[config.mk]
export PLATFORM = sky130hd
export DESIGN_NAME = tvl0_ram
export DESIGN_NICKNAME = d
export VERILOG_FILES = /design/src/tvl0_ram.sv
export SDC_FILE = /design/constraint.sdc
export NUM_CORES = 1
export LEC_CHECK = 0
export ABC_CLOCK_PERIOD_IN_PS = 2100
export BUFFER_PORTS_ARGS = -buffer_cell sky130_fd_sc_hd__buf_2
export CAP_MARGIN = 20
export CORE_MARGIN = 4
export CORE_UTILIZATION = 50
export CTS_CLUSTER_DIAMETER = 100
export DETAILED_ROUTE_END_ITERATION = 6
export PLACE_DENSITY = 0.79
export SYNTH_ARGS = -nofsm -noshare
export SYNTH_HDL_FRONTEND = slang
export SYNTH_SLANG_ARGS = --single-unit
[constraint.sdc]
create_clock -name clk_i -period 2.1 [get_ports clk_i]
set_input_delay 0.315 -clock clk_i [delete_from_list [all_inputs] [get_ports clk_i]]
set_output_delay 0.315 -clock clk_i [all_outputs]
set_load 0.005 [all_outputs]
[src/tvl0_ram.sv]
`default_nettype none

module tvl0_ram #(
  parameter int DEPTH = 4,
  parameter int WIDTH = 16
) (
  input  wire logic                     clk_i,
  input  wire logic                     we_i,
  input  wire logic                     re_i,
  input  wire logic [$clog2(DEPTH)-1:0] addr_i,
  input  wire logic [WIDTH-1:0]         wdata_i,
  output logic      [WIDTH-1:0]         rdata_o
);

  logic [WIDTH-1:0] mem [DEPTH];

  // single port, registered read
  always_ff @(posedge clk_i) begin
    if (we_i) begin
      mem[addr_i] <= wdata_i;
    end
    if (re_i) begin
      rdata_o <= mem[addr_i];
    end
  end

endmodule

`default_nettype wire

* Yosys cells after proc, flatten, opt, wreduce, memory -nomap -nowiden
Memory sizes are Yosys's and may differ from the RTL's. A register that Yosys moved wholly into a read port is not among the register bits.
Index checks and enable logic that the tools add are counted.
** Word-level totals
- RAM bits :: 64
- Latch bits :: 0
- Register bits :: 0
- Output and inout port bits :: 16
- Memories :: 1
- Memory bits (read-only) :: 0
** Operators by class
- Multipliers :: 0
- Equal/unequal tests :: 0
- Mux-type cells :: 2
- Shift-type cells :: 0
- Div/mod/pow operators :: 0
- Add/sub/neg operators :: 0
- Magnitude comparators :: 0
- Reduce and logical (&&, ||, !) cells :: 0
- Bitwise logic cells :: 0
** Memory list
- mem :: words 4, width 16, rd ports 1, clocked after Yosys merged registers in 1, write ports 1, RTL line 15 : logic [WIDTH-1:0] mem [DEPTH];
** Operator list (number)
- 2-to-1 mux 1 bit :: 2

* Logic depth before layout (Yosys ltp)
- Depth after elaboration :: 2
- Depth in mapped cells :: 2

* Worst setup path before layout
OpenSTA, ideal clock, no wires.
- Path kind :: input to register
- Start :: in addr_i[1]
- End :: mem mem[0][0] (enable)
- Path slack :: -57 ps
- Arrival :: 1744 ps
- Path buffers :: 1
- Stages on the path :: 2
- Setup time :: 413 ps
- Cell sequence :: buf_2 nor3b_1
** RTL lines
- start, declared :: RTL line 10 : input wire logic [$clog2(DEPTH)-1:0] addr_i,
- end, declared :: RTL line 15
Straight into the memory's write port.

* Worst setup path in the final report
- Start :: in addr_i[0]
- End :: mem mem[2][9] (enable)
Straight into the memory's write port.

==> qor.yml <==
status:
  outcome: "finished, final reports clean"
sta:
  clock_skew_ns: 0.00412
  finalWorstSetupSlack_ns: 0.755
  fin_crit_sh: 0.640
  period_minus_slack_ns: 1.34
  rsz0062_at_grt: "false"
  drv_slew: 0
  max_slew.worst_pin.slew_ns: 0.773
  final_hold_viol_count: 0
  totalNegativeSetupSlack_ns: 0
  timing.fmax_ghz: 0.744
  hold_ws_ns: 0.197
  relSlewSlack: 0.485
  setup_viol: 0
setup_path:
  slowest_stage: "and3b_1"
  reg2reg_slack_ns: 0.98
  startpoint_type: "primary input"
  cp_top_family: "simple AND/OR/NAND/NOR gates"
  critical_path.cell_chain: "buf_2, and3b_1"
  path_class: "in2reg"
  timing.rr.start: "mem[3][5]"
  slowest_delay_ns: 0.77
  r2r_cells: 1
  cp.required_ns: 2.07
  arrival_ns: 1.31
  worst-path-buf-inv: 1
  r2r_end: "rdata_o[5]"
  cp-end-kind: "flop"
  critPathMaxFanout: 16
global_route:
  grt_first_pass_wirelength_mm: 7.11
  grt_start_max_net_pins: 20
  grtUsageTotal: 0.142
  antenna_found_initial: 0
  grt_pass1_vias: 1340
  grt-ovfl-total: 0
route:
  drt_wl_total_mm: 4.32
  via_count: 1197
  wl_per_cell_um: 18.7
  first_iter_violations: 96
  dr.pass1.iters: 4
  viasPerCell: 5.18
  drc: 0
  ant_nets: 0
clocking:
  clock_latency_ns: 0.34
  clk_pin_slew_ns: 0.07
  post_cts_buffers: 0
  root_buffer: "clkbuf_8"
  htreeDepth: 3
  cts-resized-gates: 0
  cts_tree: "built"
  cts_hold_buf: 0
  clockBufferDepth: 2
  cts_buffers: 9
  cts.sinks: 80
floorplanning:
  initial_utilization: 0.513
  ios: 37
  dieArea_um2: 6920
  rows: 27
  core_area_um2: 5510
  die_y_um: 83.2
  die_x_um: 83.2
hold_path:
  min_to: "mem[2][4]"
  holdCritStartpoint: "wdata_i[4]"
  worstHoldPathType: "in2reg"
  min_delay_path_depth: 1
logic_synthesis:
  ys_seq_area_frac: 0.850
  synth-simple-area-share: 0.0111
  synth_cell_types: 7
  synth_seq_cells: 80
  yosysWarnings: 0
  yosys.area_share.adder: 0
  syn_area_um2: 2830
  synth.area.mux_share: 0.127
  synth_xor_xnor_area_share: 0
  synth_cells: 104
  synth_compound_gate_area_share: 0
  syn_nets: 125
  syn_area_per_cell_um2: 27.2
  synth_top_family_by_area: "multiplexers"
power:
  power_leakage_nw: 1.14
  ir_drop_mv: 0.350
  power-per-cell-area_nw_per_um2: 926
placed_design:
  postPlaceCellArea_um2: 3130
  place_ws_ns: 0.389
  port_buffers: 36
  gp_congestion: 0.689
layout:
  nFillCells: 383
  n_antenna_cell: 0
  final_nets: 175
  area_growth_pct: 17.3
  layout-drive-gt1-share: 0.447
  design_area_um2: 3310
flow_run:
  drv_cap: 0
==> synthesized netlist by cell type <==
| master | instances | share of area |
|---|---|---|
| mux4_2 | 16 | 0.13 |
| and3b_1 | 2 | 0.0062 |
| edfxtp_1 | 80 | 0.85 |
| and3_1 | 1 | 0.0022 |
| buf_2 | 2 | 0.0035 |
| nor3b_1 | 1 | 0.0027 |
| buf_6 | 2 | 0.0080 |
==> cell usage in the layout, fill, tap and decap left out <==
cell type / Yosys / layout
bufinv_16: 0 / 1
and3b_1: 2 / 2
edfxtp_1: 80 / 80
buf_2: 2 / 36
clkinvlp_4: 0 / 1
buf_12: 0 / 1
clkinv_1: 0 / 2
nor3b_2: 0 / 1
buf_4: 0 / 6
clkbuf_1: 0 / 3
mux4_2: 16 / 16
and3_1: 1 / 1
clkbuf_8: 0 / 9
==> how the worst max path moves through the flow <==
stage / start / to / slack, ns / cells after the start
global route: addr_i[0] / mem[2][12] / 0.71 / 2
floorplan: addr_i[1] / mem[0][0] / 0.50 / 2
CTS: addr_i[0] / mem[2][15] / 0.76 / 2
global placement: addr_i[0] / mem[2][2] / 0.40 / 2
detailed placement: addr_i[0] / mem[2][2] / 0.39 / 2
finish: addr_i[0] / mem[2][9] / 0.76 / 2
==> cell type report <==
type	count	area, µm²	area share
well taps	72	90.1	0.0272
repair buffers	43	245	0.0740
flip-flops and latches	80	2400	0.725
clock buffers	12	135	0.0408
clock inverters	4	45.0	0.0136
multi-input cells	20	397	0.120
==> through the flow <==
stage          power, mW  utilization  cells
2_1_floorplan       1.99            -    104
3_3_place_gp        2.07        0.569    215
3_5_place_dp        2.08        0.569    215
4_1_cts             3.10        0.602    231
5_1_grt             3.20        0.602    231
6_report            3.07        0.602    231
==> registers in the layout (all words and copies together), names as in the netlist <==
signal,flops
mem,64
rdata_o,16
==> report_power, final <==
part	total, mW	switching (mW)	internal, mW
sequential	1.88	0.0205	1.86
clock	1.03	0.486	0.543
combinational	0.167	0.0819	0.0847
total	3.07	0.588	2.48
==> per-layer routing <==
layer  wire length (µm)  global-route usage  up-vias
met5                  0                   0        -
met4                 98              0.0802        0
met3                213              0.0446        8
met2               2380               0.241       35
met1               1620               0.157      605
li1                   -                   -      549
==> cell families (layout without fill, tap and decap cells) <==
kind of cell / Yosys count / count (layout)
buf+inv: 4 / 59
flops: 80 / 80
mux: 16 / 16
simple gates: 4 / 4
Note: power is estimated with default switching activity, not from simulation.
