File: src/tvl0_pkg.sv
`default_nettype none

package tvl0_pkg;

  // widths of the channel fields
  localparam int CMD_BITS    = 2;
  localparam int COORD_BITS  = 9;
  localparam int VALUE_BITS  = 16;
  localparam int SRC_BITS    = 3;
  localparam int COST_BITS   = 34;
  localparam int WEIGHT_BITS = 16;

  // lambda resets to 1.0 in Q4.12
  localparam logic [WEIGHT_BITS-1:0] WEIGHT_RESET = 16'd4096;

  // cost of leaving the original value, in Q.12 units
  localparam int MISMATCH_COST = 4096;

  // candidate slots, also the chosen_source codes
  localparam int NUM_SLOTS = 5;
  typedef logic [SRC_BITS-1:0] slot_t;
  localparam slot_t SLOT_ORIG  = 3'd0;
  localparam slot_t SLOT_DOWN  = 3'd1;
  localparam slot_t SLOT_UP    = 3'd2;
  localparam slot_t SLOT_RIGHT = 3'd3;
  localparam slot_t SLOT_LEFT  = 3'd4;

  typedef enum logic [CMD_BITS-1:0] {
    CMD_LOAD   = 2'd0,
    CMD_UPDATE = 2'd1,
    CMD_READ   = 2'd2
  } cmd_e;

  typedef enum logic [3:0] {
    ST_IDLE,
    ST_LOAD,
    ST_READ,
    ST_READ_CAP,
    ST_GATHER,
    ST_START,
    ST_EVAL,
    ST_WRITE,
    ST_FINISH
  } state_e;

  // sequencer to cost unit
  typedef struct packed {
    logic                 start;
    logic [NUM_SLOTS-1:0] present;
  } cu_req_t;

  // cost unit to sequencer
  typedef struct packed {
    logic  done;
    slot_t best_slot;
  } cu_rsp_t;

endpackage

`default_nettype wire

File: src/tvl0_cost_unit.sv
`default_nettype none

module tvl0_cost_unit import tvl0_pkg::*; #(
  parameter int PIXEL_BITS = 16
) (
  input  wire logic                   clk_i,
  input  wire logic                   rst_ni,
  input  wire cu_req_t                req_i,
  input  wire logic [PIXEL_BITS-1:0]  cand_i [NUM_SLOTS],
  input  wire logic [WEIGHT_BITS-1:0] weight_i,
  output cu_rsp_t                     rsp_o,
  output logic [PIXEL_BITS+17:0]      cost_o
);

  // sum of four differences needs two extra bits, the weighted sum sixteen more
  localparam int SW = PIXEL_BITS + 2;
  localparam int CW = PIXEL_BITS + 18;

  logic                 busy_q;
  slot_t                iss_q;
  logic [NUM_SLOTS-1:0] pres_q;

  logic                  s1_valid_q, s1_pres_q, s1_mism_q;
  slot_t                 s1_slot_q;
  logic [SW-1:0]         s1_sum_q;
  logic                  s2_valid_q, s2_pres_q, s2_mism_q;
  slot_t                 s2_slot_q;
  logic [CW-1:0]         s2_prod_q;
  logic                  done_q;
  slot_t                 best_slot_q;
  logic [CW-1:0]         best_cost_q;

  logic [PIXEL_BITS-1:0] cur;
  logic [SW-1:0]         sum;
  logic [CW-1:0]         cst;

  // issue counter walks the five candidates, one per cycle
  always_ff @(posedge clk_i or negedge rst_ni) begin
    if (!rst_ni) begin
      busy_q     <= 1'b0;
      s1_valid_q <= 1'b0;
      s2_valid_q <= 1'b0;
      done_q     <= 1'b0;
    end else begin
      if (req_i.start) begin
        busy_q <= 1'b1;
      end else if (busy_q && iss_q == SLOT_LEFT) begin
        busy_q <= 1'b0;
      end
      s1_valid_q <= busy_q;
      s2_valid_q <= s1_valid_q;
      done_q     <= s2_valid_q && s2_slot_q == SLOT_LEFT;
    end
  end

  // stage one: sum of distances from the current candidate to present neighbors
  always_comb begin
    cur = cand_i[iss_q];
    sum = '0;
    for (int k = 1; k < NUM_SLOTS; k++) begin
      if (pres_q[k]) begin
        sum = sum + SW'((cur >= cand_i[k]) ? (cur - cand_i[k]) : (cand_i[k] - cur));
      end
    end
  end

  // stage three: add mismatch cost
  assign cst = s2_prod_q + (s2_mism_q ? CW'(MISMATCH_COST) : '0);

  always_ff @(posedge clk_i) begin
    if (req_i.start) begin
      iss_q  <= SLOT_ORIG;
      pres_q <= req_i.present;
    end else if (busy_q) begin
      iss_q <= iss_q + slot_t'(1);
    end
    s1_slot_q <= iss_q;
    s1_pres_q <= pres_q[iss_q];
    s1_mism_q <= cur != cand_i[SLOT_ORIG];
    s1_sum_q  <= sum;
    // stage two: weight times distance sum
    s2_slot_q <= s1_slot_q;
    s2_pres_q <= s1_pres_q;
    s2_mism_q <= s1_mism_q;
    s2_prod_q <= CW'(s1_sum_q) * CW'(weight_i);
    // first strict minimum wins, original always scored first
    if (s2_valid_q && s2_pres_q && (s2_slot_q == SLOT_ORIG || cst < best_cost_q)) begin
      best_cost_q <= cst;
      best_slot_q <= s2_slot_q;
    end
  end

  assign rsp_o.done      = done_q;
  assign rsp_o.best_slot = best_slot_q;
  assign cost_o          = best_cost_q;

endmodule

`default_nettype wire

File: config.mk
export PLATFORM = sky130hd
export DESIGN_NAME = tvl0_cost_unit
export DESIGN_NICKNAME = d
export VERILOG_FILES = /design/src/tvl0_pkg.sv /design/src/tvl0_cost_unit.sv
export SDC_FILE = /design/constraint.sdc
export NUM_CORES = 1
export LEC_CHECK = 0
export BUFFER_PORTS_ARGS = -buffer_cell sky130_fd_sc_hd__buf_2
export CORE_MARGIN = 3
export CORE_UTILIZATION = 64
export DETAILED_ROUTE_END_ITERATION = 10
export GPL_TIMING_DRIVEN = 0
export PLACE_DENSITY_LB_ADDON = 0.2
export SYNTH_ARGS = -nofsm -noshare
export SYNTH_HDL_FRONTEND = slang
export SYNTH_SLANG_ARGS = --single-unit
File: constraint.sdc
create_clock -name clk_i -period 11.4 [get_ports clk_i]
set_clock_uncertainty 0.05 [all_clocks]
set_input_delay 0.57 -clock clk_i [delete_from_list [all_inputs] [get_ports clk_i]]
set_output_delay 0.57 -clock clk_i [all_outputs]
set_load 0.005 [all_outputs]
== Word level (Yosys, flattened, before mapping) ==
Cells that the tools add are included.

* Flip-flop bits (word level): 111
* Word-level logic and storage cells: 64

* Add/subtract/negate cells: 13
* Multipliers: 1
* Magnitude comparators: 7
* Equality and inequality tests: 3
* Muxes and demuxes: 16
* Bitwise operators: 1
* Reductions and logical operators: 7

{| class="wikitable"
|+ Operator list
! kind !! count
|-
| $mux 18 || 8
|-
| $sub 16x16->17 || 8
|-
| $ge 16x16->1 || 4
|-
| $add 18x18->18 || 3
|-
| $bmux 16 s3 || 1
|-
| $add 34x13->34 || 1
|-
| $lt 34x34->1 || 1
|-
| $mul 18x16->34 || 1
|-
| $mux 16 || 2
|-
| $ne 16x16->1 || 1
|-
| $mux 13 || 1
|-
| $eq 3x3->1 const B || 2
|-
| $ge 4x4->1 const B || 1
|-
| $logic_and 1x1->1 || 4
|-
| $lt 3x4->1 const B || 1
|-
| $not 3->4 || 1
|-
| $add 3x1->3 const B || 1
|-
| $bmux 1 s3 || 1
|-
| $logic_not 3->1 || 1
|-
| $mux 1 || 3
|-
| $reduce_bool 2->1 || 1
|-
| $logic_or 1x1->1 || 1
|}

== Longest topological paths before layout ==
Gate-level depths: netlist of run 1.

* Depth in word-level cells: 13
* Gate-level depth with buffers: 46
* Mapped depth without buffers: 43

== Worst setup path after synthesis of run 1 ==
OpenSTA, ideal clock, no wires.

* Path kind: register to register
* Start point: reg iss_q[0]
* End point: reg s1_sum_q[17]
* Library setup time: 130 ps
* Arrival time: 9595 ps
* Required time: 11220 ps
* Setup slack: 1625 ps
* Cell stages (with the launch flop): 43
* Buffers on the path: 4
* Period minus slack after synthesis: 9775 ps
* Cell sequence: dfxtp_1 -> buf_1 -> clkbuf_1 -> mux4_2 -> a22oi_1 -> inv_1 -> ha_1 -> nand2_1 -> nor4_1 -> a211oi_1 -> o21bai_1 -> o21a_1 -> o22ai_1 -> buf_2 -> buf_2 -> mux2i_1 -> xnor2_1 -> ha_1 -> [7 not listed] -> o31ai_1 -> ha_1 -> or2_2 -> a21oi_1 -> a21oi_1 -> a21oi_1 -> o21ai_0 -> a2111oi_0 -> o31ai_1 -> a32oi_1 -> o31ai_1 -> ha_1 -> or2_2 -> a21oi_1 -> a31oi_1 -> xor2_1 -> nand2_1 -> xnor3_1

* Word-level cells in the longest chain between the ends: 13
* Elaborated cells on any way between the ends: 27
* Classes of those cells: 11 x add/sub; 4 x order compare; 11 x mux; 1 x bitwise

{| class="wikitable"
|+ Ends and longest elaborated chain
! what !! RTL line !! source
|-
| from (decl) || tvl0_cost_unit.sv:20 || <nowiki>slot_t iss_q;</nowiki>
|-
| from (signal assigned) || tvl0_cost_unit.sv:75 || <nowiki>iss_q <= iss_q + slot_t'(1);</nowiki>
|-
| $not 3->4 (implied by the code) * || tvl0_cost_unit.sv:58 || <nowiki>cur = cand_i[iss_q];</nowiki>
|-
| $bmux 16 s3 * || tvl0_cost_unit.sv:58 ||
|-
| $mux 16 (implied by the code) * (2 in series) || tvl0_cost_unit.sv:58 ||
|-
| $sub 16x16->17 or $ge 16x16->1 (tied branches) || tvl0_cost_unit.sv:62 || <nowiki>sum = sum + SW'((cur >= cand_i[k]) ? (cur - cand_i[k]) : (cand_i[k] - cur));</nowiki>
|-
| $mux 18 || tvl0_cost_unit.sv:62 ||
|-
| $mux 18 || tvl0_cost_unit.sv:61 || <nowiki>if (pres_q[k]) begin</nowiki>
|-
| $add 18x18->18 || tvl0_cost_unit.sv:62 ||
|-
| $mux 18 || tvl0_cost_unit.sv:61 ||
|-
| $add 18x18->18 || tvl0_cost_unit.sv:62 ||
|-
| $mux 18 || tvl0_cost_unit.sv:61 ||
|-
| $add 18x18->18 || tvl0_cost_unit.sv:62 ||
|-
| $mux 18 * || tvl0_cost_unit.sv:61 ||
|-
| via sum[17] || tvl0_cost_unit.sv:34 || <nowiki>logic [SW-1:0] sum;</nowiki>
|-
| to (signal assigned) || tvl0_cost_unit.sv:80 || <nowiki>s1_sum_q <= sum;</nowiki>
|-
| to (decl) || tvl0_cost_unit.sv:25 || <nowiki>logic [SW-1:0] s1_sum_q;</nowiki>
|}

The timed path passes the listed nets; every way through them passes the cells marked *. The select of a mux whose other input is x is not followed.
A chain may end at the register's enable or synchronous reset.

== Worst setup path after layout of run 1 ==
Ends and elaborated chain as after synthesis.

==> run metrics, run 1 <==
CTS root buffer clkbuf_16; vias in the first global route 21130; Tcrit/Tclk final 96.26%; worst-margin pin slew 0.8499 ns; Via-to-Cell Ratio 6.271; DIE AREA 0.03818 mm²; core area 0.03497 mm²; Crit-path slowest cell a2111oi_1; Syn Area/Cell 8.481 µm²; worst path required time 11.60 ns; antenna viol nets, final 0; synthesized area 0.02296 mm²; Clk Latency, worst-skew pair 0.37 ns; critical path class flop to flop; post-layout util 70.93%; FF-to-FF setup slack 0.43 ns; Synth cell types 80; proportion of layout cells with a drive suffix above 1 9.979%; first drt pass iteration count 8; most frequent cell on the critical path ha_1; CTS tree built; initial cell density of the core 65.65%; Max Fclk 0.09112 GHz; FFs w/ async S/R, synth 3.604%; total wire length 74170 µm; residual DRC count 0; Area Growth Syn to Fin 8.039%; Tmin final 10.97 ns; die height 195.4 µm; H-tree level count 3; Worst Setup Slack post-DPL -1.354 ns; Commonest cells post-synth inv_1 (421), ha_1 (322), nand2_1 (285), fa_1 (233), a21oi_1 (153); GPL Wtd Cong 1.040; EDFF count, synth 42; routed vias 20900; CP Max Fanout 10; clk sinks 111; Setup crit end kind flop; Worst-path clk slew 0.09 ns; worst path arrival time 11.18 ns; CP Launch Point iss_q[0]; Final WS setup 0.4260 ns; slew margin rel. 43.34%; status completed; die width 195.4 µm; max-slew violation count 0; Final nets 3530; top cells by area, synth fa_1 (20%), ha_1 (18%), inv_1 (6.9%); Yosys reg bits 111; Most used DFF post-synth dfxtp_1; Longest Clk Path Bufs 2; HP Class flop to flop; All-Layer GR Usage 38.33%; crit-path max cell delay 0.56 ns; Synth area leader fa_1; syn nets 3366; top-count cell post-synth inv_1; half-perimeter wire length after placement 61370 µm; worst hold stages 0; r2r startpoint iss_q[0]; maxcap violations 0; Num CTS Buffers 9; final setup fails 0; setup TNS 0 ns; Yosys top cell area share 20.32%; Ports 142; global-route wire length before repair 115100 µm; Worst setup SP type flop; Buffers on Ports 132; Hold Crit Start s1_slot_q[2]; post-synthesis sequential area ratio 11.60%; Cells after Synth 2707; Row Count 68; grt ovf 0; largest net degree at the start of global routing 30; Wirelength per Cell 22.26 µm; Hold Violations, Final 0; initial antenna violation count 2; Detailed Route Iter0 Violations 1690; Worst R2R Path Depth 40; YS warnings 0
==> state kept, by name (all words and copies together) (netlist names) <==
| register | cells |
|---|---|
| s2_prod_q | 34 |
| s2_mism_q | 1 |
| s1_sum_q | 18 |
| pres_q | 5 |
| s1_valid_q | 1 |
| s1_mism_q | 1 |
| s1_slot_q | 3 |
| iss_q | 3 |
| busy_q | 1 |
| s2_pres_q | 1 |
| best_slot_q | 3 |
| s1_pres_q | 1 |
| done_q | 1 |
| s2_slot_q | 3 |
| s2_valid_q | 1 |
| cost_o | 34 |
==> critical path, delay by kind of cell, from the launching register on <==
kind                     cells  cell delay (ns)
multiplexers                 2             0.65
AO/OA/AOI/OAI               18             4.39
flip-flops                   1             0.43
buffers and inverters        7             1.91
XOR/XNOR                     4             0.90
AND/OR/NAND/NOR              5             1.15
adder cells (fa/ha/maj)      4             1.39
==> through the flow <==
| stage | std cells | hold slack [ns] | instance area (µm²) |
|---|---|---|---|
| floorplan | 2707 | 0.2244 | 22960 |
| global placement | 3294 | 0.2648 | 24190 |
| detailed placement | 3295 | 0.2664 | 24220 |
| CTS | 3312 | 0.2799 | 24640 |
| global route | 3331 | 0.2869 | 24800 |
| finish | 3332 | 0.2793 | 24800 |
==> timing repair <==
action | 4_1_cts | 5_1_grt
setup endpoints to repair | 7 | 3
endpoints found under the hold margin | 4 | 0
hold buffers | 1 | 0
buffers inserted | 0 | 19
pin swaps | 0 | 10
resized for setup | 23 | 11
==> logic make-up after synthesis <==
family / share of synthesized area (%)
xor+xnor: 6.164
simple gates: 15.47
flops: 11.60
buf+inv: 8.682
compound gates: 15.60
mux: 4.622
fa+ha+maj: 37.87
==> layout make-up <==
type / count / area, µm²
inverters: 423 / 1588
fillers: 2840 / 10160
repair buffers: 153 / 833.3
clock buffers: 9 / 225.2
plain buffers: 99 / 416.7
diodes: 1 / 2.502
multi-input cells: 2074 / 18420
well taps: 455 / 569.3
flip-flops and latches: 111 / 2663
clock inverters: 7 / 88.84
==> routing by layer <==
layer	routed length, µm	vias to the layer above	GRT usage [%]
li1	-	9340	-
met1	26310	10080	44.14
met2	35070	1174	65.29
met3	6895	299	7.712
met4	5883	2	24.03
met5	11	-	0.6386
==> cells in the final DEF, fill, tap and decap left out, drive strengths merged, types with 11 or more instances in the layout <==
master  instances
a31oi          18
a21o           87
and3           13
nor2b          36
or2            11
o21a           28
a22oi          17
ha            322
o21ai         109
o31ai          14
mux4           17
inv           427
fa            233
edfxtp         42
nand2         286
dfxtp          65
nor2          112
nand4          29
mux2           30
nand2b         25
buf           176
xnor2         111
a211oi         12
clkbuf         84
and2          115
nand3          33
mux2i          34
o21bai         26
nor3           34
a21oi         153
xor2           48
==> final timing paths <==
path                           endpoint
min in group asynchronous    s2_valid_q
setup / recovery           s1_sum_q[17]
max in group asynchronous    s1_valid_q
setup reg to reg           s1_sum_q[17]
hold reg to reg            s2_slot_q[2]
hold / removal             s2_slot_q[2]
Power of run 1 is not shown: default switching activity piles up to over one toggle a cycle in this logic, so the estimate is an artifact.
==> inputs of run 2 (changes only) <==
CORE_MARGIN = default   (was 3)
==> run 2 against run 1 <==
Compared with the run above:
- global-route usage is 4.2 points higher
- first-iteration DRC count decreased by 2.1%
- design area is 0.54% higher
- via count down 0.50%
- sequential share of layout area shrank 0.058 points
- critical path type unchanged
- highest routed layer is now met4
==> run metrics, run 2 (synthesized netlist as in run 1, its figures left out) <==
Worst setup SP type flop; DIE AREA 0.03663 mm² (-4.1%); total wire length 76220 µm (+2.8%); half-perimeter wire length after placement 62920 µm (+2.5%); Crit-path slowest cell a2111oi_2; H-tree level count 3 (unchanged); Ports 142 (unchanged); worst-margin pin slew 0.9368 ns (+0.08682 ns); Tmin final 10.81 ns (-0.1609 ns); worst path required time 11.60 ns (about the same); clk sinks 111 (unchanged); Row Count 69 (+1.5%); CTS root buffer clkbuf_16; RSZ-0062 raised after global routing no; Wirelength per Cell 22.76 µm (+2.2%); Longest Clk Path Bufs 2 (unchanged); global-route wire length before repair 116900 µm (+1.5%); Via-to-Cell Ratio 6.208 (-1.0%); Detailed Route Iter0 Violations 1655 (-2.1%); Max Fclk 0.09248 GHz (+1.5%); crit-path max cell delay 0.49 ns (-0.07 ns); grt ovf 0 (unchanged); residual DRC count 0 (unchanged); CTS tree built; Area Growth Syn to Fin 8.627%; routed vias 20790 (-0.50%); largest net degree at the start of global routing 26 (-13%); initial cell density of the core 64.86% (-0.79 points); max-slew violation count 0 (unchanged); Worst Setup Slack post-DPL -1.567 ns (-0.2125 ns); status completed; first drt pass iteration count 6 (-2); Num CTS Buffers 9 (unchanged); Worst-path clk slew 0.09 ns (about the same); maxcap violations 0 (unchanged); die width 191.4 µm (-2.0%); Final nets 3538 (+0.23%); worst path arrival time 11.01 ns (-0.17 ns); Clk Latency, worst-skew pair 0.38 ns (about the same); vias in the first global route 21580 (+2.1%); proportion of layout cells with a drive suffix above 1 10.37% (+0.39 points); critical path class flop to flop; Hold WS 0.2860 ns (+0.006729 ns); GPL Wtd Cong 1.054 (+1.3%); Hold Violations, Final 0 (unchanged); Setup crit end kind flop; commonest non-fill, non-tap cell in the layout inv_1; All-Layer GR Usage 42.54% (+4.2 points); Final WS setup 0.5870 ns (+0.1609 ns); die height 191.4 µm (-2.0%); CP Max Fanout 10 (unchanged); antenna viol nets, final 0 (unchanged); Tcrit/Tclk final 94.85% (-1.4 points); Buffers on Ports 132 (unchanged); most frequent cells in the layout inv_1 (421), ha_1 (322), nand2_1 (285); final setup fails 0 (unchanged); slew margin rel. 37.55% (-5.8 points); initial antenna violation count 0 (-2); HP Class flop to flop; core area 0.03540 mm² (+1.2%)
-- run 2: cell count changes in the layout (fill, tap and decap cells not counted), sizes merged --
cell / previous run / this run
clkbuf: 84 / 85
buf: 176 / 183
diode: 1 / 4
-- run 2: per-stage QoR --
step	TNS, ns	util, %	cells	area [µm²]
after global routing	0	70.43	3345	24930
after floorplan	0	-	2707	22960
after CTS	0	69.67	3319	24660
after global placement	-4.755	68.36	3300	24200
final	0	70.46	3349	24940
after detailed placement	-5.990	68.48	3301	24240
-- run 2: what timing repair did --
action / 4_1_cts / 5_1_grt
pin swaps: 1 / 10
buffers inserted: 1 / 26
endpoints found under the hold margin: 4 / 0
hold buffers: 1 / 0
gates resized for setup: 23 / 21
setup endpoints to repair: 9 / 2
-- run 2: per-layer routing --
metal  GRT usage [%]  wire length, µm  vias up
li1                -                -     9362
met1           45.71            26390     9997
met2           71.74            36370     1071
met3           7.105             5445      360
met4           38.68             8006        0
met5               0                0        -
-- run 2: final cells by class --
class | count | area (µm²)
antenna | 4 | 10.01
sequential | 111 | 2663
inverter | 423 | 1588
buffer | 99 | 426.7
tap | 461 | 576.8
multi-input combinational | 2074 | 18450
fill | 2797 | 10460
timing repair buffer | 161 | 900.9
clock buffer | 9 | 225.2
clock inverter | 7 | 98.84
-- run 2: worst max-delay path: cells and delay by family (launching register included) --
| kind | cells | cell delay (ns) |
|---|---|---|
| AOI/OAI and AO/OA | 21 | 4.49 |
| buffers and inverters | 6 | 1.67 |
| adders and majority gates | 4 | 1.39 |
| and+or+nand+nor | 6 | 1.12 |
| xor gates and xnor gates | 4 | 0.85 |
| muxes | 2 | 0.66 |
| DFF | 1 | 0.43 |
-- run 2: worst paths after layout --
check                                from  depth (start not counted)            to  slack (ns)
worst min register to register  s1_pres_q                          0     s2_pres_q        0.29
worst max-delay path             iss_q[0]                         43  s1_sum_q[17]        0.59
worst max register to register   iss_q[0]                         43  s1_sum_q[17]        0.59
min in group asynchronous          rst_ni                          2        busy_q        0.48
worst min-delay path            s1_pres_q                          0     s2_pres_q        0.29
max in group asynchronous          rst_ni                          2        done_q       10.70
Power of run 2 is left out for the same reason.
